`src/sv/tdec_pkg.sv`:
```
// Shared types, codes and character decode functions for the text decoder.
package tdec_pkg;

  typedef enum logic [1:0] {
    MODE_BASE64 = 2'd0,
    MODE_ROT13  = 2'd1,
    MODE_HEX    = 2'd2,
    MODE_NONE   = 2'd3
  } mode_e;

  localparam int unsigned MaxBytes = 3;

  // Result bundle for one input request: up to three bytes, sent in order.
  typedef struct packed {
    logic [MaxBytes-1:0][7:0] bytes;  // bytes[0] goes out first
    logic [1:0]               num;    // entries to send, 1..3
    logic                     has_data;
    logic                     last;
  } bundle_t;

  // {invalid, value}: invalid set for characters outside the alphabet.
  function automatic logic [6:0] sextet_of(input logic [7:0] c);
    logic [7:0] t;
    t = 8'd0;
    priority if (c >= 8'h41 && c <= 8'h5a) begin
      t = c - 8'h41;
      sextet_of = {1'b0, t[5:0]};
    end else if (c >= 8'h61 && c <= 8'h7a) begin
      t = c - 8'h61 + 8'd26;
      sextet_of = {1'b0, t[5:0]};
    end else if (c >= 8'h30 && c <= 8'h39) begin
      t = c - 8'h30 + 8'd52;
      sextet_of = {1'b0, t[5:0]};
    end else if (c == 8'h2b) begin
      sextet_of = {1'b0, 6'd62};
    end else if (c == 8'h2f) begin
      sextet_of = {1'b0, 6'd63};
    end else begin
      sextet_of = {1'b1, 6'd0};
    end
  endfunction

  // Non-hex characters count as zero.
  function automatic logic [3:0] hex_value(input logic [7:0] c);
    logic [7:0] t;
    t = 8'd0;
    priority if (c >= 8'h30 && c <= 8'h39) begin
      t = c - 8'h30;
    end else if (c >= 8'h61 && c <= 8'h66) begin
      t = c - 8'h61 + 8'd10;
    end else if (c >= 8'h41 && c <= 8'h46) begin
      t = c - 8'h41 + 8'd10;
    end else begin
      t = 8'd0;
    end
    hex_value = t[3:0];
  endfunction

  function automatic logic [7:0] rot13(input logic [7:0] c);
    logic [7:0] off;
    off = 8'd0;
    rot13 = c;
    if (c >= 8'h61 && c <= 8'h7a) begin
      off = c - 8'h61;
      rot13 = (off < 8'd13) ? c + 8'd13 : c - 8'd13;
    end else if (c >= 8'h41 && c <= 8'h5a) begin
      off = c - 8'h41;
      rot13 = (off < 8'd13) ? c + 8'd13 : c - 8'd13;
    end
  endfunction

endpackage

```
`src/sv/tdec_in_if.sv`:
```
// Input character channel: valid/ready with one character and end-of-block mark.
interface tdec_in_if;
  logic       valid;
  logic       ready;
  logic [7:0] in_byte;
  logic       is_last;

  modport source (output valid, output in_byte, output is_last, input ready);
  modport sink   (input valid, input in_byte, input is_last, output ready);
endinterface

```
`src/sv/tdec_out_if.sv`:
```
// Output byte channel: valid/ready with one decoded byte and its flags.
interface tdec_out_if;
  logic       valid;
  logic       ready;
  logic [7:0] out_byte;
  logic       has_byte;
  logic       last_out;

  modport source (output valid, output out_byte, output has_byte, output last_out,
                  input ready);
  modport sink   (input valid, input out_byte, input has_byte, input last_out,
                  output ready);
endinterface

```
`src/sv/tdec_cfg_if.sv`:
```
// Configuration write channel: valid/ready with the decode mode.
interface tdec_cfg_if;
  logic       valid;
  logic       ready;
  logic [1:0] decode_mode;

  modport source (output valid, output decode_mode, input ready);
  modport sink   (input valid, input decode_mode, output ready);
endinterface

```
`src/sv/tdec_core.sv`:
```
// Input register, mode register, decoder state and per-request decode logic.
module tdec_core
  import tdec_pkg::*;
(
  input  logic       clk_i,
  input  logic       rst_ni,
  input  logic       in_valid_i,
  output logic       in_ready_o,
  input  logic [7:0] in_byte_i,
  input  logic       in_last_i,
  input  logic       cfg_we_i,
  input  logic [1:0] cfg_mode_i,
  output logic       bund_valid_o,
  input  logic       bund_ready_i,
  output bundle_t    bund_o
);

  logic        s1_valid_q;
  logic [7:0]  s1_byte_q;
  logic        s1_last_q;
  mode_e       mode_q;

  logic [17:0] group_q, group_d;
  logic [1:0]  fill_q, fill_d;
  logic        stopped_q, stopped_d;
  logic [3:0]  hi_q, hi_d;
  logic        pend_q, pend_d;

  logic [1:0]  num;
  logic        consume;
  logic [6:0]  sx;
  logic [3:0]  dig;
  logic [23:0] w;

  always_comb begin
    group_d   = group_q;
    fill_d    = fill_q;
    stopped_d = stopped_q;
    hi_d      = hi_q;
    pend_d    = pend_q;
    num       = 2'd0;
    w         = 24'd0;
    sx        = sextet_of(s1_byte_q);
    dig       = hex_value(s1_byte_q);
    bund_o    = '0;

    unique case (mode_q)
      MODE_BASE64: begin
        if (!stopped_q) begin
          if (sx[6]) begin
            stopped_d = 1'b1;
          end else if (fill_q == 2'd3) begin
            w = {group_q, sx[5:0]};
            bund_o.bytes[0] = w[23:16];
            bund_o.bytes[1] = w[15:8];
            bund_o.bytes[2] = w[7:0];
            num     = 2'd3;
            group_d = 18'd0;
            fill_d  = 2'd0;
          end else begin
            group_d = {group_q[11:0], sx[5:0]};
            fill_d  = fill_q + 2'd1;
          end
        end
        // end of block: a group of n sextets flushes n-1 bytes
        if (s1_last_q && fill_d > 2'd1) begin
          w = (fill_d == 2'd3) ? {group_d, 6'd0} : {group_d[11:0], 12'd0};
          bund_o.bytes[0] = w[23:16];
          bund_o.bytes[1] = w[15:8];
          num = fill_d - 2'd1;
        end
      end
      MODE_ROT13: begin
        bund_o.bytes[0] = rot13(s1_byte_q);
        num = 2'd1;
      end
      MODE_HEX: begin
        if (pend_q) begin
          bund_o.bytes[0] = {hi_q, dig};
          num    = 2'd1;
          pend_d = 1'b0;
          hi_d   = 4'd0;
        end else if (s1_last_q) begin
          bund_o.bytes[0] = {4'd0, dig};
          num = 2'd1;
        end else begin
          hi_d   = dig;
          pend_d = 1'b1;
        end
      end
      MODE_NONE: begin
      end
      default: begin
      end
    endcase

    bund_o.has_data = (num != 2'd0);
    bund_o.num      = (num == 2'd0) ? 2'd1 : num;  // empty end marker is one entry
    bund_o.last     = s1_last_q;

    if (s1_last_q) begin
      group_d   = 18'd0;
      fill_d    = 2'd0;
      stopped_d = 1'b0;
      hi_d      = 4'd0;
      pend_d    = 1'b0;
    end
  end

  assign bund_valid_o = s1_valid_q && (num != 2'd0 || s1_last_q);
  assign consume      = s1_valid_q && (!bund_valid_o || bund_ready_i);
  assign in_ready_o   = !s1_valid_q || consume;

  always_ff @(posedge clk_i or negedge rst_ni) begin
    if (!rst_ni) begin
      s1_valid_q <= 1'b0;
      mode_q     <= MODE_BASE64;
      group_q    <= 18'd0;
      fill_q     <= 2'd0;
      stopped_q  <= 1'b0;
      hi_q       <= 4'd0;
      pend_q     <= 1'b0;
    end else begin
      if (cfg_we_i) begin
        mode_q <= mode_e'(cfg_mode_i);
      end
      if (in_ready_o) begin
        s1_valid_q <= in_valid_i;
      end
      if (consume) begin
        group_q   <= group_d;
        fill_q    <= fill_d;
        stopped_q <= stopped_d;
        hi_q      <= hi_d;
        pend_q    <= pend_d;
      end
    end
  end

  always_ff @(posedge clk_i) begin
    if (in_valid_i && in_ready_o) begin
      s1_byte_q <= in_byte_i;
      s1_last_q <= in_last_i;
    end
  end

endmodule

```
`src/sv/tdec_serial.sv`:
```
// Result register that sends a bundle of up to three bytes one per cycle while the output is ready.
module tdec_serial
  import tdec_pkg::*;
(
  input  logic       clk_i,
  input  logic       rst_ni,
  input  logic       bund_valid_i,
  output logic       bund_ready_o,
  input  bundle_t    bund_i,
  output logic       out_valid_o,
  input  logic       out_ready_i,
  output logic [7:0] out_byte_o,
  output logic       has_byte_o,
  output logic       last_out_o
);

  bundle_t    bund_q;
  logic [1:0] cnt_q;
  logic [1:0] idx_q;
  logic       out_take;

  assign out_valid_o  = (cnt_q != 2'd0);
  assign out_take     = out_valid_o && out_ready_i;
  assign bund_ready_o = (cnt_q == 2'd0) || (out_take && cnt_q == 2'd1);

  always_comb begin
    unique case (idx_q)
      2'd0:    out_byte_o = bund_q.bytes[0];
      2'd1:    out_byte_o = bund_q.bytes[1];
      2'd2:    out_byte_o = bund_q.bytes[2];
      default: out_byte_o = 8'd0;
    endcase
  end

  assign has_byte_o = bund_q.has_data;
  assign last_out_o = bund_q.last && (cnt_q == 2'd1);

  always_ff @(posedge clk_i or negedge rst_ni) begin
    if (!rst_ni) begin
      cnt_q <= 2'd0;
      idx_q <= 2'd0;
    end else if (bund_valid_i && bund_ready_o) begin
      cnt_q <= bund_i.num;
      idx_q <= 2'd0;
    end else if (out_take) begin
      cnt_q <= cnt_q - 2'd1;
      idx_q <= idx_q + 2'd1;
    end
  end

  always_ff @(posedge clk_i) begin
    if (bund_valid_i && bund_ready_o) begin
      bund_q <= bund_i;
    end
  end

endmodule

```
`src/sv/text_decoder_base64_rot13_hex.sv`:
```
// Top level of the streaming base64 / rot13 / hex text decoder.
//
// One character request enters per cycle on in_req_i while in_req_i.ready is
// high; each is registered, decoded combinationally against the mode register
// and the group state, and its results (up to three bytes) land in a result
// register that hands them out one per cycle on out_res_o while out_res_o.ready
// is high. A new character is taken every cycle as long as the previous
// character's results fit: rot13 and hex sustain one character per cycle, and
// a base64 character that completes a group of four gives three bytes, and while
// they drain, the next character that produces bytes waits. The output register
// is the only limit. A request passes through the input and result registers.
// Modes: 0 base64 (alphabet A-Z a-z 0-9 + /, stops at '=' or any other
// character for the rest of the block, a partial group of n characters flushes
// n-1 bytes at the end), 1 rot13, 2 hex pairs (lone trailing digit gives its own
// value, non-hex counts as zero), 3 no data. A block end always produces a
// final result with last_out set; if the last character made no byte, that is
// an empty marker with has_byte low. Mode writes are accepted at any time
// (cfg_i.ready is tied high) and are meant to happen while the block is idle.
module text_decoder_base64_rot13_hex
  import tdec_pkg::*;
(
  input  logic      clk_i,
  input  logic      rst_ni,
  tdec_in_if.sink   in_req_i,
  tdec_out_if.source out_res_o,
  tdec_cfg_if.sink  cfg_i
);

  bundle_t bund;
  logic    bund_valid;
  logic    bund_ready;

  // mode register is always writable
  assign cfg_i.ready = 1'b1;

  tdec_core u_core (
    .clk_i        (clk_i),
    .rst_ni       (rst_ni),
    .in_valid_i   (in_req_i.valid),
    .in_ready_o   (in_req_i.ready),
    .in_byte_i    (in_req_i.in_byte),
    .in_last_i    (in_req_i.is_last),
    .cfg_we_i     (cfg_i.valid),
    .cfg_mode_i   (cfg_i.decode_mode),
    .bund_valid_o (bund_valid),
    .bund_ready_i (bund_ready),
    .bund_o       (bund)
  );

  // result register, one byte per output request
  tdec_serial u_serial (
    .clk_i        (clk_i),
    .rst_ni       (rst_ni),
    .bund_valid_i (bund_valid),
    .bund_ready_o (bund_ready),
    .bund_i       (bund),
    .out_valid_o  (out_res_o.valid),
    .out_ready_i  (out_res_o.ready),
    .out_byte_o   (out_res_o.out_byte),
    .has_byte_o   (out_res_o.has_byte),
    .last_out_o   (out_res_o.last_out)
  );

endmodule
```
`src/flat_wrapper.sv`:
```
// flat-port wrapper written by rule: the top's interface ports become plain ports
module text_decoder_base64_rot13_hex_flat import tdec_pkg::*;
  (clk_i, rst_ni, in_req_i_valid, in_req_i_in_byte, in_req_i_is_last, in_req_i_ready, out_res_o_valid, out_res_o_out_byte, out_res_o_has_byte, out_res_o_last_out, out_res_o_ready, cfg_i_valid, cfg_i_decode_mode, cfg_i_ready);
  tdec_in_if in_req_i_i ();
  tdec_out_if out_res_o_i ();
  tdec_cfg_if cfg_i_i ();
  input  logic clk_i;
  input  logic rst_ni;
  input wire logic [$bits(in_req_i_i.valid)-1:0] in_req_i_valid;
  input wire logic [$bits(in_req_i_i.in_byte)-1:0] in_req_i_in_byte;
  input wire logic [$bits(in_req_i_i.is_last)-1:0] in_req_i_is_last;
  output wire logic [$bits(in_req_i_i.ready)-1:0] in_req_i_ready;
  output wire logic [$bits(out_res_o_i.valid)-1:0] out_res_o_valid;
  output wire logic [$bits(out_res_o_i.out_byte)-1:0] out_res_o_out_byte;
  output wire logic [$bits(out_res_o_i.has_byte)-1:0] out_res_o_has_byte;
  output wire logic [$bits(out_res_o_i.last_out)-1:0] out_res_o_last_out;
  input wire logic [$bits(out_res_o_i.ready)-1:0] out_res_o_ready;
  input wire logic [$bits(cfg_i_i.valid)-1:0] cfg_i_valid;
  input wire logic [$bits(cfg_i_i.decode_mode)-1:0] cfg_i_decode_mode;
  output wire logic [$bits(cfg_i_i.ready)-1:0] cfg_i_ready;
  assign in_req_i_i.valid = in_req_i_valid;
  assign in_req_i_i.in_byte = in_req_i_in_byte;
  assign in_req_i_i.is_last = in_req_i_is_last;
  assign in_req_i_ready = in_req_i_i.ready;
  assign out_res_o_valid = out_res_o_i.valid;
  assign out_res_o_out_byte = out_res_o_i.out_byte;
  assign out_res_o_has_byte = out_res_o_i.has_byte;
  assign out_res_o_last_out = out_res_o_i.last_out;
  assign out_res_o_i.ready = out_res_o_ready;
  assign cfg_i_i.valid = cfg_i_valid;
  assign cfg_i_i.decode_mode = cfg_i_decode_mode;
  assign cfg_i_ready = cfg_i_i.ready;
  text_decoder_base64_rot13_hex u_core (.clk_i(clk_i), .rst_ni(rst_ni), .in_req_i(in_req_i_i), .out_res_o(out_res_o_i), .cfg_i(cfg_i_i));
endmodule
```
`config.mk`:
```
export PLATFORM = sky130hd
export DESIGN_NAME = text_decoder_base64_rot13_hex_flat
export DESIGN_NICKNAME = d
export VERILOG_FILES = /design/src/sv/tdec_pkg.sv /design/src/sv/tdec_in_if.sv /design/src/sv/tdec_out_if.sv /design/src/sv/tdec_cfg_if.sv /design/src/sv/tdec_core.sv /design/src/sv/tdec_serial.sv /design/src/sv/text_decoder_base64_rot13_hex.sv /design/src/flat_wrapper.sv
export SDC_FILE = /design/constraint.sdc
export NUM_CORES = 1
export LEC_CHECK = 0
export ABC_CLOCK_PERIOD_IN_PS = 4700
export BUFFER_PORTS_ARGS = -buffer_cell sky130_fd_sc_hd__buf_2
export CAP_MARGIN = 25
export CORE_ASPECT_RATIO = 0.7
export CORE_MARGIN = 5
export CORE_UTILIZATION = 49
export DETAILED_ROUTE_END_ITERATION = 7
export PLACE_DENSITY = 0.67
export SYNTH_ARGS = -nofsm -noshare
export SYNTH_HDL_FRONTEND = slang
export SYNTH_SLANG_ARGS = --single-unit
```
`constraint.sdc`:
```
create_clock -name clk_i -period 4.7 [get_ports clk_i]
set_input_delay 0 -clock clk_i [delete_from_list [all_inputs] [get_ports clk_i]]
set_output_delay 0 -clock clk_i [all_outputs]
set_load 0.1 [all_outputs]
```
======== Word-level counts from Yosys, hierarchy flattened ========
Cells that the tools add are included.
operators by class
  add/subtract/negate cells ............... 13
  order comparisons ....................... 11
  eq/ne operators ......................... 9
  multiplexer cells ....................... 54
  bitwise gates (word level) .............. 2
  reductions and logical operators ........ 31
operators by type and width
  kind                                                                                  number
  18-bit 2-to-1 mux                                                                     5
  16-bit 2-to-1 mux                                                                     4
  8-bit one-hot mux with 3 select lines                                                 2
  8-bit 2-to-1 mux                                                                      5
  7-bit 2-to-1 mux                                                                      5
  8-bit by 7-bit less-or-equal comparator with 1-bit output (second input constant)     4
  2-bit 2-to-1 mux                                                                      15
  4-bit 2-to-1 mux                                                                      7
  24-bit 2-to-1 mux                                                                     1
  8-bit by 6-bit equality test with 1-bit output (second input constant)                2
  8-bit by 7-bit greater-or-equal comparator with 1-bit output (second input constant)  2
  8-bit by 4-bit < comparator with 1-bit output (second input constant)                 2
  8-bit by 7-bit subtractor with 8-bit output (second input constant)                   2
  1-bit logical AND                                                                     13
  2-bit nonzero test                                                                    5
  1-bit 2-to-1 mux                                                                      9
  4-bit adder (second input constant)                                                   2
  8-bit by 4-bit adder with 8-bit output (second input constant)                        1
  2-bit equality test (second input constant)                                           4
  8-bit by 6-bit greater-or-equal comparator with 1-bit output (second input constant)  1
  8-bit by 6-bit less-or-equal comparator with 1-bit output (second input constant)     1
  2-bit zero test                                                                       4
  8-bit by 4-bit subtractor with 8-bit output (second input constant)                   1
  6-bit by 5-bit adder with 6-bit output (second input constant)                        1
  12 further kinds                                                                      22
word-level totals
  register bits after elaboration ......... 68
  input bits .............................. 16
  output and inout port bits .............. 13
  word-level logic and storage cells ...... 136

======== Logic depth before layout (Yosys ltp) ========
Gate-level depths: netlist (run 1).
  word-level depth ........................ 21
  depth in mapped cells ................... 21
  gate-level depth less buffers ........... 16

======== Hierarchy ========
From an unflattened synthesis (run 1), not the netlist that was laid out.
unflattened totals
  cells, all modules ...................... 531
  area total of the unflattened synthesis .. 4,964.8 um^2
modules (own cells, without submodules)
  module                         instances  cells each  area an instance (um^2)  sequential area each (um^2)
  tdec_core                      1          453         3,738.6                  996.0
  tdec_serial                    1          76          1,214.9                  880.8
  text_decoder_base64_rot13_hex  1          2           11.3                     0.0

======== Worst setup path before layout (run 1) ========
Ideal clock, no wire load.
  path type ............................... register -> register
  start point ............................. register u_core.u_core.s1_byte_q[0]
  end point ............................... register u_core.u_core.s1_byte_q[0] (enable)
  library setup time ...................... 0.338 ns
  data arrival time ....................... 4.945 ns
  required time ........................... 4.362 ns
  slack ................................... -0.583 ns
  stages on the path, launching flop included .. 18
  buffers on the path ..................... 3
  period minus slack after synthesis ...... 5.283 ns
  cells stage by stage .................... edfxtp_1 > buf_6 > inv_1 > ha_1 > buf_6 > and3b_1 > o21a_1 > a21o_1 > buf_6 > a311o_1 > o21ai_0 > ha_1 > nor2_1 > a31o_2 > mux2i_2 > a21oi_1 > o311ai_2 > and2_1
on the way
  word-level cells in the longest chain between the ends .. 21
  elaborated cells between the ends (all ways) .. 34
  classes of those cells .................. add/sub: 1; order compare: 7; eq/ne: 2; mux: 12; reduce/logical: 12
RTL lines
  element                                                                                               RTL line            text
  start: declaration                                                                                    tdec_core.sv:19     logic [7:0] s1_byte_q;
  start signal: assignment                                                                              tdec_core.sv:142    s1_byte_q <= in_byte_i;
  branches (longest 5 deep; another with 8-bit by 6-bit greater-or-equal comparator with 1-bit output)  n/a
  7-bit 2-to-1 mux (*)                                                                                  tdec_pkg.sv:25      priority if (c >= 8'h41 && c <= 8'h5a) begin
  2-bit 2-to-1 mux                                                                                      tdec_core.sv:50     if (sx[6]) begin
  2-bit 2-to-1 mux                                                                                      tdec_core.sv:49     if (!stopped_q) begin
  2-bit 2-to-1 mux                                                                                      tdec_core.sv:47     unique case (mode_q)
  2-bit by 1-bit greater-than comparator with 1-bit output                                              tdec_core.sv:66     if (s1_last_q && fill_d > 2'd1) begin
  1-bit logical AND                                                                                     tdec_core.sv:66
  2-bit 2-to-1 mux (*)                                                                                  tdec_core.sv:66
  (+2 left out)                                                                                         n/a
  1-bit logical OR (*)                                                                                  tdec_core.sv:110    assign bund_valid_o = s1_valid_q && (num != 2'd0 || s1_last_q);
  1-bit logical AND (*)                                                                                 tdec_core.sv:110
  1-bit zero test (*)                                                                                   tdec_core.sv:111    assign consume = s1_valid_q && (!bund_valid_o || bund_ready_i);
  1-bit logical OR (*)                                                                                  tdec_core.sv:111
  1-bit logical AND (*)                                                                                 tdec_core.sv:111
  1-bit logical OR (*)                                                                                  tdec_core.sv:112    assign in_ready_o = !s1_valid_q || consume;
  net in_req_i_ready                                                                                    flat_wrapper.sv:12  output wire logic [$bits(in_req_i_i.ready)-1:0] in_req_i_ready;
  1-bit logical AND (*)                                                                                 tdec_core.sv:141    if (in_valid_i && in_ready_o) begin
Mark *: on every way through the listed nets, which the timed path passes. The select of a mux whose other input is x is not followed.
A chain may end at the register's enable or synchronous reset.

======== Worst setup path in the final report (run 1) ========
  start point ............................. register u_core.u_core.s1_byte_q[3]
  end point ............................... output port in_req_i_ready
on the way
  word-level cells in the longest chain between the ends .. 20
  elaborated cells between the ends (all ways) .. 33
  classes of those cells .................. add/sub: 1; order compare: 7; eq/ne: 2; mux: 12; reduce/logical: 11
RTL lines
  element                                                                                               RTL line
  branches (longest 5 deep; another with 8-bit by 6-bit greater-or-equal comparator with 1-bit output)  n/a
  7-bit 2-to-1 mux (*)                                                                                  tdec_pkg.sv:25
  2-bit 2-to-1 mux                                                                                      tdec_core.sv:50
  2-bit 2-to-1 mux                                                                                      tdec_core.sv:49
  2-bit 2-to-1 mux                                                                                      tdec_core.sv:47
  2-bit by 1-bit greater-than comparator with 1-bit output                                              tdec_core.sv:66
  1-bit logical AND                                                                                     tdec_core.sv:66
  2-bit 2-to-1 mux (*)                                                                                  tdec_core.sv:66
  2-bit one-hot mux with 3 select lines (*)                                                             tdec_core.sv:47
  2-bit nonzero test (*)                                                                                tdec_core.sv:110
  1-bit logical OR (*)                                                                                  tdec_core.sv:110
  1-bit logical AND (*)                                                                                 tdec_core.sv:110
  1-bit zero test (*)                                                                                   tdec_core.sv:111
  1-bit logical OR (*)                                                                                  tdec_core.sv:111
  1-bit logical AND (*)                                                                                 tdec_core.sv:111
  1-bit logical OR (*)                                                                                  tdec_core.sv:112
  end: declaration                                                                                      flat_wrapper.sv:12
Every way passes the cells marked *. The select of a mux whose other input is x is not followed.

==> results of run 1 <==
-- report_power, final --
| part | internal [mW] | total [mW] | switching, mW |
|---|---|---|---|
| Clock | 0.410 | 0.670 | 0.259 |
| Combinational | 0.524 | 1.82 | 1.30 |
| Sequential | 0.806 | 0.965 | 0.159 |
-- final timing paths --
check / to / slack (ns) / depth (start not counted)
worst max-delay path: in_req_i_ready / 0.29 / 15
worst min-delay path: u_core.u_core.s1_valid_q / 0.09 / 4
worst max register to register: u_core.u_core.s1_last_q / 0.47 / 15
worst min register to register: u_core.u_core.group_q[16] / 0.50 / 1
max in group asynchronous: u_core.u_serial.cnt_q[0] / 3.90 / 2
min in group asynchronous: u_core.u_serial.idx_q[0] / 0.28 / 2
-- flip-flops by register name, summed over array words and instances, names as in the netlist --
name,flops
u_core.u_core.mode_q,2
u_core.u_core.s1_valid_q,1
u_core.u_serial.has_byte_o,1
u_core.u_core.fill_q,2
u_core.u_core.s1_last_q,1
u_core.u_core.pend_q,1
u_core.u_serial.bund_q,25
u_core.u_core.s1_byte_q,8
u_core.u_serial.cnt_q,2
u_core.u_serial.idx_q,2
u_core.u_core.stopped_q,1
u_core.u_core.hi_q,4
u_core.u_core.group_q,18
-- metal layers --
metal / vias up / GRT usage (%) / routed length [um]
li1: 1965 / - / -
met1: 2044 / 36.5 / 6610
met2: 212 / 33.5 / 5690
met3: 29 / 7.90 / 1350
met4: 0 / 7.60 / 313
met5: - / 0 / 0
-- what timing repair did --
| item | in CTS | in global routing |
|---|---|---|
| hold endpoints to repair | 45 | 0 |
| setup endpoints to repair | 0 | 1 |
| gates resized for setup | 0 | 1 |
| hold buffers | 16 | 0 |
-- stage by stage --
step                hold WS (ns)  setup slack [ns]  util, %
floorplan                 -0.296           0.00715        -
global placement           0.111             0.639     51.9
detailed placement         0.122             0.534     51.9
CTS                       0.0713             0.224     56.6
global route               0.104         -0.000900     56.7
finish                    0.0884             0.289     56.7
-- final cells by class --
class,count,area [sq um]
clock buffers,10,229
repair buffers,55,388
multi-input cells,383,2670
clock inverters,6,65.1
inverters,21,78.8
flip-flops and latches,68,1880
well taps,128,160
fillers,865,4180
-- worst max-delay path, cell delays in order (launching register included) --
cell,delay (ns)
edfxtp_1,0.57
inv_1,0.11
ha_1,0.26
and3b_1,0.21
o21a_1,0.21
a21o_1,0.32
a311o_1,0.34
o21ai_0,0.31
ha_1,0.22
nor2_1,0.06
nand2_1,0.19
nor2_1,0.07
mux2i_2,0.28
a21oi_1,0.18
o311ai_4,0.31
clkbuf_4,0.39
-- layout by cell type (no fill, tap or decap), drive strengths merged, types with 5 or more instances in the layout --
master	netlist	layout
or3	5	5
edfxtp	35	35
nor3	8	8
mux2i	15	15
dfrtp	33	33
a22o	23	23
xnor2	11	11
nand2	52	52
dlygate4sd3	0	16
clkinv	1	5
nor2b	10	10
ha	23	23
o21ai	31	31
and2	6	6
a222oi	8	8
a221oi	5	5
buf	21	38
o31ai	5	5
inv	20	20
a21oi	38	38
nand2b	5	5
clkbuf	7	11
a221o	5	5
nand3	18	18
o22ai	8	8
nor2	42	42
-- logic make-up after synthesis --
| family | Yosys count |
|---|---|
| multiplexers | 17 |
| AO/OA/AOI/OAI | 171 |
| XOR/XNOR | 12 |
| AND/OR/NAND/NOR | 159 |
| adder cells (fa/ha/maj) | 23 |
| other | 1 |
| flip-flops | 68 |
| buffers and inverters | 49 |
==> impl_metrics.csv, run 1 <==
group,metric,value,unit
yosys,synth-edff-count,35,
layout,nNetsFinal,577,
die,initial_core_util,49.9,%
die,fp.dieW,128,um
clock_tree,htree_levels,3,
status,status,"complete, no violations",
worst_hold_path,hold_class,"input port to register",
routing,wire_per_inst,20.8,um
clock_tree,clk_pin_slew,0.05,ns
yosys,synthTopCellsByArea,"edfxtp_1, dfrtp_1, ha_1",
yosys,netlist_area,4810,sq um
yosys,ys_ff_latch,68,
worst_setup_path,r2r-start,"u_core.u_core.s1_byte_q[3]",
global_routing,grt_pass1_vias,4019,
worst_setup_path,path_class,"register to primary output",
layout,syn2layout_area_growth,13.7,%
yosys,syn_inst,500,
routing,drc_errors,0,
routing,vias_per_cell,6.33,
yosys,synth_area_leader_cell,"edfxtp_1",
clock_tree,cts-buffers-inserted,9,
clock_tree,clkSinkCount,68,
die,core,9650,sq um
worst_setup_path,worst-path-max-fanout,11,
worst_setup_path,critPathCaptureType,"primary output",
worst_setup_path,critPathRequiredTime,4.70,ns
sta,setup_viol,0,
yosys,avgSynthCellArea,9.62,sq um
clock_tree,post_cts_buffers,0,
layout,stdcell_count,671,
worst_setup_path,crit_path_start,"u_core.u_core.s1_byte_q[3]",
routing,totalWireLength,14.0,mm
sta,skew,0.00699,ns
power_and_ir_drop,ir_drop,382,uV
layout,drive_gt1_share,14.9,%
yosys,synth-seq-area-share,39.0,%
yosys,synth_top_family_by_area,"compound AO/OA/AOI/OAI gates",
placement,placed_area,5010,sq um
sta,tightest_slew,0.885,ns
layout,diodes,0,
sta,finalMaxSlewViolations,0,
global_routing,antenna_found_initial,0,
yosys,synth-simple-area-share,16.4,%
worst_hold_path,min_from,"out_res_o_ready",
yosys,async_reset_ff_share,48.5,%
clock_tree,cts-root-buf,"clkbuf_16",
die,num_rows,30,
job,max_cap_viol_count,0,
yosys,synthAdderAreaFrac,5.98,%
yosys,synth.area.mux_share,4.01,%
die,ioPinCount,29,
global_routing,overflow,0,
placement,place_congestion,0.965,
placement,portBuffers,27,
sta,final.setup.tns,0,ns
routing,drtIter0Drc,454,
global_routing,grt_pass1_wl,22.4,mm
yosys,synth-compound-area-share,26.6,%
sta,period_needed,4.41,ns
sta,fin_crit_sh,93.8,%
sta,slew_headroom,40.0,%
yosys,yosys.area.top_type_share,21.9,%
sta,finalHoldViolations,0,
yosys,synth_xor_area_share,2.19,%
layout,final_area,5470,sq um
die,die_area,11900,sq um
sta,max_freq,227,MHz
power_and_ir_drop,p_per_area,632,nW/um^2
worst_setup_path,worst_setup_path_start_kind,"register",
global_routing,grt_usage,24.5,%
routing,drtPass1Iterations,8,
yosys,ys.flop_type,"edfxtp_1",
yosys,synth.most_common_cell,"nand2_1",
yosys,synth.distinct_cells,78,
clock_tree,clk_latency,0.34,ns
power_and_ir_drop,leakage,2.16,nW
yosys,mappedNetlistNets,539,
clock_tree,cts.path.max_buffers,2,
worst_setup_path,cp.arrival,4.41,ns
clock_tree,cts_tree,"built",
routing,drtAntennaViolNets,0,
yosys,ys_warn_count,0,
yosys,synthTopCellsByCount,"nand2_1, nor2_1, a21oi_1, edfxtp_1, dfrtp_1",
power_and_ir_drop,finalPower,3.45,mW
global_routing,grt_max_degree,34,
placement,dp_hpwl,10.2,mm
routing,dr_total_vias,4250,
placement,dp_cells,639,
die,die-height,92.9,um
No activity file was read; power rests on OpenSTA's default activity.
==> inputs of run 2 (changes only) <==
--- a/config.mk
+++ b/config.mk
@@ -10,9 +10,9 @@
 export CAP_MARGIN = 25
 export CORE_ASPECT_RATIO = 0.7
 export CORE_MARGIN = 5
-export CORE_UTILIZATION = 49
+export CORE_UTILIZATION = 55
 export DETAILED_ROUTE_END_ITERATION = 7
-export PLACE_DENSITY = 0.67
+export PLACE_DENSITY = 0.74
 export SYNTH_ARGS = -nofsm -noshare
 export SYNTH_HDL_FRONTEND = slang
 export SYNTH_SLANG_ARGS = --single-unit
==> constraint.sdc (replaced) <==
create_clock -name clk_i -period 4.7 [get_ports clk_i]
set_input_delay 0 -clock clk_i [delete_from_list [all_inputs] [get_ports clk_i]]
set_output_delay 0 -clock clk_i [all_outputs]
set_load 0.02 [all_outputs]
==> impl_metrics.csv, run 2 (synthesis gave the netlist of run 1 again) <==
group,metric,value,unit
global_routing,grt_max_degree,34,
power_and_ir_drop,swShare,43.2,%
clock_tree,clk_latency,0.33,ns
power_and_ir_drop,internal_power,1.74,mW
layout,most-common-layout-cells,"nand2_1, nor2_1, a21oi_1, edfxtp_1, dfrtp_1",
sta,slew_headroom,32.5,%
layout,final_area,5460,sq um
power_and_ir_drop,leakage,2.17,nW
clock_tree,clkSinkCount,68,
worst_setup_path,critPathRequiredTime,4.69,ns
clock_tree,cts.path.max_buffers,2,
die,initial_core_util,56.7,%
clock_tree,cts-root-buf,"clkbuf_16",
power_and_ir_drop,p_seq_share,31.0,%
die,core,8480,sq um
sta,tightest_slew,0.997,ns
routing,drtIter0Drc,409,
sta,final.setup.tns,0,ns
layout,syn2layout_area_growth,13.6,%
worst_setup_path,cp.arrival,4.19,ns
routing,drtAntennaViolNets,0,
layout,final_common_cell,"nand2_1",
worst_setup_path,critPathCaptureType,"register",
sta,skew,0.00677,ns
layout,diodes,0,
placement,dp_hpwl,10.0,mm
global_routing,grt_usage,26.7,%
die,ioPinCount,29,
sta,period_needed,4.20,ns
routing,vias_per_cell,6.48,
layout,largest-register,"u_core.u_serial.bund_q",
worst_setup_path,worst-path-max-fanout,9,
clock_tree,htree_levels,3,
sta,finalMaxSlewViolations,0,
power_and_ir_drop,ir_drop,344,uV
routing,drc_errors,0,
routing,dr_total_vias,4314,
global_routing,overflow,0,
sta,rsz0062_at_grt,"false",
routing,drtPass1Iterations,6,
power_and_ir_drop,p_comb_share,47.2,%
layout,top_regs,"u_core.u_serial.bund_q x25, u_core.u_core.group_q x18, u_core.u_core.s1_byte_q x8",
power_and_ir_drop,clkPwrFrac,21.8,%
layout,nNetsFinal,580,
worst_setup_path,path_class,"register to register",
status,status,"complete, no violations",
sta,max_freq,238,MHz
clock_tree,cts.repair.resized,0,
worst_setup_path,worst_setup_path_start_kind,"register",
routing,totalWireLength,13.6,mm
power_and_ir_drop,switchingPower,1.32,mW
layout,final_util,64.4,%
clock_tree,clk_pin_slew,0.05,ns
sta,fin_crit_sh,89.3,%
clock_tree,cts_tree,"built",
layout,drive_gt1_share,15.2,%
global_routing,grt_pass1_vias,4090,
power_and_ir_drop,finalPower,3.06,mW
global_routing,grt_pass1_wl,22.0,mm
die,die_area,10700,sq um
placement,placed_area,5010,sq um
placement,portBuffers,27,
clock_tree,cts_hold_buffers,16,
clock_tree,post_cts_buffers,0,
sta,setup_viol,0,
sta,finalHoldViolations,0,
worst_hold_path,hold_class,"input port to register",
job,max_cap_viol_count,0,
clock_tree,cts-buffers-inserted,9,
routing,wire_per_inst,20.4,um
die,die-height,88.2,um
die,num_rows,28,
power_and_ir_drop,p_per_area,560,nW/um^2
die,fp.dieW,122,um
sta,fin_hold_ws,0.0686,ns
layout,largest_reg_flops,25,
global_routing,antenna_found_initial,0,
placement,place_congestion,0.998,
==> run 2: cell types whose count changed in the layout (fill, tap and decap cells not counted), sizes merged <==
cell	change
inv	+1
buf	+4
clkinvlp	+1
clkinv	-2
clkbuf	-1
==> run 2: worst paths after layout <==
path	endpoint	slack [ns]	from	cells past startpoint
hold / removal	u_core.u_core.s1_valid_q	0.07	out_res_o_ready	4
max in group asynchronous	u_core.u_core.group_q[12]	3.91	rst_ni	2
hold reg to reg	u_core.u_core.hi_q[1]	0.52	u_core.u_core.hi_q[1]	1
min in group asynchronous	u_core.u_core.group_q[11]	0.28	rst_ni	2
setup reg to reg	u_core.u_core.s1_byte_q[2]	0.50	u_core.u_core.s1_byte_q[2]	15
setup / recovery	u_core.u_core.s1_byte_q[2]	0.50	u_core.u_core.s1_byte_q[2]	15
==> run 2: power groups by stage <==
stage | combinational, mW | clock (mW) | sequential (mW)
3_5_place_dp | 1.39 | 0 | 0.953
4_1_cts | 1.42 | 0.674 | 0.943
5_1_grt | 1.58 | 0.707 | 0.969
6_report | 1.45 | 0.667 | 0.949
3_3_place_gp | 1.37 | 0 | 0.946
2_1_floorplan | 1.06 | 0 | 0.911
==> run 2: through the flow <==
| stage | cells | setup slack (ns) |
|---|---|---|
| floorplan | 500 | 0.438 |
| CTS | 666 | 0.506 |
| global route | 666 | 0.149 |
| global placement | 633 | 0.638 |
| detailed placement | 634 | 0.543 |
| finish | 666 | 0.501 |
==> run 2: area by class of cell <==
cell class	count	area, sq um
fillers	718	3020
multi-input cells	383	2660
flip-flops and latches	68	1880
repair buffers	58	408
clock buffers	10	229
well taps	120	150
inverters	21	78.8
clock inverters	6	63.8
==> run 2: layer usage <==
layer	GRT usage [%]	vias up	part of all wire (%)
met5	0	-	0
met4	7.32	0	1.7
met3	7.41	22	10
met2	36.6	253	40
met1	41.2	2064	48
li1	-	1975	-
==> run 2: critical path: stages (launching register included) <==
cell and delay, ns:
edfxtp_1 0.40, inv_2 0.11, ha_1 0.28, a21oi_1 0.21, o211ai_1 0.15, a21o_2 0.29, a311o_1 0.36, o21ai_0 0.34
ha_1 0.22, nor2_1 0.06, nand2_1 0.19, nor2_1 0.08, mux2i_2 0.29, a21oi_1 0.16, o311ai_2 0.30, and2_1 0.42
==> inputs of run 3 (changes only) <==
--- a/config.mk
+++ b/config.mk
@@ -8,11 +8,13 @@
 export ABC_CLOCK_PERIOD_IN_PS = 4700
 export BUFFER_PORTS_ARGS = -buffer_cell sky130_fd_sc_hd__buf_2
 export CAP_MARGIN = 25
+export CELL_PAD_IN_SITES_DETAIL_PLACEMENT = 1
+export CELL_PAD_IN_SITES_GLOBAL_PLACEMENT = 2
 export CORE_ASPECT_RATIO = 0.7
 export CORE_MARGIN = 5
-export CORE_UTILIZATION = 55
+export CORE_UTILIZATION = 40
 export DETAILED_ROUTE_END_ITERATION = 7
-export PLACE_DENSITY = 0.74
+export PLACE_DENSITY = 0.82
 export SYNTH_ARGS = -nofsm -noshare
 export SYNTH_HDL_FRONTEND = slang
 export SYNTH_SLANG_ARGS = --single-unit
==> impl_metrics.csv, run 3 (synthesis gave the netlist of run 1 again) <==
group,metric,value,unit
sta,slew_headroom,37.5,%
routing,totalWireLength,15.9,mm
global_routing,grt_pass1_wl,25.2,mm
clock_tree,cts_tree,"built",
routing,highest_layer,"met4",
layout,top_regs,"u_core.u_serial.bund_q x25, u_core.u_core.group_q x18, u_core.u_core.s1_byte_q x8",
worst_hold_path,hold_class,"input port to register",
power_and_ir_drop,p_per_area,584,nW/um^2
layout,final_common_cell,"nand2_1",
sta,fin_crit_sh,90.5,%
layout,final_util,47.4,%
layout,largest_reg_flops,25,
worst_setup_path,path_class,"register to register",
sta,setup_viol,0,
power_and_ir_drop,leakage,2.21,nW
power_and_ir_drop,ir_drop,223,uV
worst_setup_path,critPathCaptureType,"register",
clock_tree,clk_pin_slew,0.06,ns
sta,final.setup.tns,0,ns
layout,diodes,0,
clock_tree,clk_latency,0.34,ns
global_routing,overflow,0,
sta,finalHoldViolations,0,
clock_tree,clkSinkCount,68,
routing,drtAntennaViolNets,0,
worst_setup_path,crit_chain,"buf_4 > ha_1 > a21oi_1 > o211ai_1 > a21o_2 > a311o_1 > o21ai_0 > ha_1 > nor2_1 > nand2_1 > nor2_1 > mux2i_2 > a21oi_1 > o311ai_2 > and2_2",
die,ioPinCount,29,
routing,vias_per_cell,6.20,
sta,rsz0062_at_grt,"false",
placement,dp_hpwl,11.7,mm
sta,finalMaxSlewViolations,0,
sta,skew,0.00829,ns
routing,drc_errors,0,
layout,nNetsFinal,580,
job,max_cap_viol_count,0,
sta,period_needed,4.25,ns
die,die_area,14400,sq um
worst_setup_path,cp.arrival,4.28,ns
worst_setup_path,crit_slowest_cell,"edfxtp_1",
global_routing,grt_max_degree,34,
die,initial_core_util,41.0,%
die,fp.dieW,141,um
routing,drtIter0Drc,329,
layout,drive_gt1_share,15.8,%
die,die-height,102,um
routing,dr_total_vias,4361,
die,num_rows,33,
clock_tree,htree_levels,3,
routing,wl_met2,6.74,mm
worst_setup_path,worst_path_largest_cell_delay,0.44,ns
routing,wl_met1,7.60,mm
clock_tree,cts-root-buf,"clkbuf_16",
global_routing,antenna_found_initial,0,
die,core,11700,sq um
routing,drtPass1Iterations,5,
layout,nFillCells,1335,
worst_setup_path,critPathRequiredTime,4.73,ns
layout,most-common-layout-cells,"nand2_1, nor2_1, a21oi_1, edfxtp_1, dfrtp_1",
clock_tree,cts.path.max_buffers,2,
routing,wire_per_inst,22.7,um
global_routing,grt_usage,22.8,%
placement,place_congestion,0.933,
clock_tree,cts-buffers-inserted,9,
routing,wl_met3,1.42,mm
status,status,"complete, no violations",
global_routing,grt_pass1_vias,4300,
layout,largest-register,"u_core.u_serial.bund_q",
worst_setup_path,worst_setup_path_start_kind,"register",
layout,syn2layout_area_growth,15.7,%
sta,fin_hold_ws,0.0770,ns
sta,max_freq,235,MHz
placement,portBuffers,27,
worst_setup_path,worst-path-max-fanout,9,
sta,tightest_slew,0.923,ns
-- run 3: changes by cell type in the layout (fill, tap and decap cells not counted), moves of 2 or more --
cell	delta
bufinv_16	+2
clkinv_4	+2
dlygate4sd3_1	-2
buf_4	+2
clkinvlp_4	-2
-- run 3: worst paths after layout --
path / end / depth (start not counted) / slack, ns / start
min in group asynchronous: u_core.u_core.group_q[15] / 2 / 0.28 / rst_ni
hold reg to reg: u_core.u_core.group_q[14] / 1 / 0.51 / u_core.u_core.group_q[14]
setup reg to reg: u_core.u_core.s1_byte_q[6] / 15 / 0.45 / u_core.u_core.s1_byte_q[2]
setup / recovery: u_core.u_core.s1_byte_q[6] / 15 / 0.45 / u_core.u_core.s1_byte_q[2]
max in group asynchronous: u_core.u_core.hi_q[0] / 2 / 3.92 / rst_ni
hold / removal: u_core.u_core.s1_valid_q / 4 / 0.08 / out_res_o_ready
-- run 3: final cells by class --
cell class                 instances  area (sq um)  share of cell area (%)
sequential                        68          1880                    33.7
clock buffer                      10           229                    4.12
clock inverter                     6           113                    2.02
multi-input combinational        383          2670                    47.9
timing repair buffer              58           403                    7.24
inverter                          21          78.8                    1.42
tap                              157           196                    3.53
-- run 3: per-layer routing --
layer	vias up	track usage, %
li1	1964	-
met1	2194	34.1
met2	188	33.3
met3	15	5.80
met4	0	4.91
met5	-	0
-- run 3: critical path: cells and delay by family (launching register included) --
kind            cells  cell delay (ns)
buf+inv             1             0.18
fa+ha+maj           2             0.52
mux                 1             0.31
flops               1             0.44
compound gates      7             1.79
simple gates        4             0.69
-- run 3: stage by stage --
| step | setup slack [ns] | instance area, sq um | total power, mW | std cells |
|---|---|---|---|---|
| floorplan | 0.438 | 4810 | 1.97 | 500 |
| global placement | 0.374 | 5060 | 2.38 | 671 |
| detailed placement | 0.268 | 5060 | 2.42 | 671 |
| CTS | 0.209 | 5540 | 3.23 | 701 |
| global route | 0.142 | 5560 | 3.44 | 703 |
| finish | 0.447 | 5560 | 3.25 | 703 |
-- run 3: repair_timing --
action / in CTS / in global routing
gates resized for setup: 0 / 2
hold buffers: 14 / 0
endpoints found under the hold margin: 45 / 0
endpoints found under the setup margin: 0 / 12
setup buffers: 0 / 2
-- run 3: power breakdown --
group | total, mW | internal [mW] | switching (mW)
Combinational | 1.49 | 0.529 | 0.965
Sequential | 0.964 | 0.806 | 0.158
Clock | 0.790 | 0.519 | 0.271
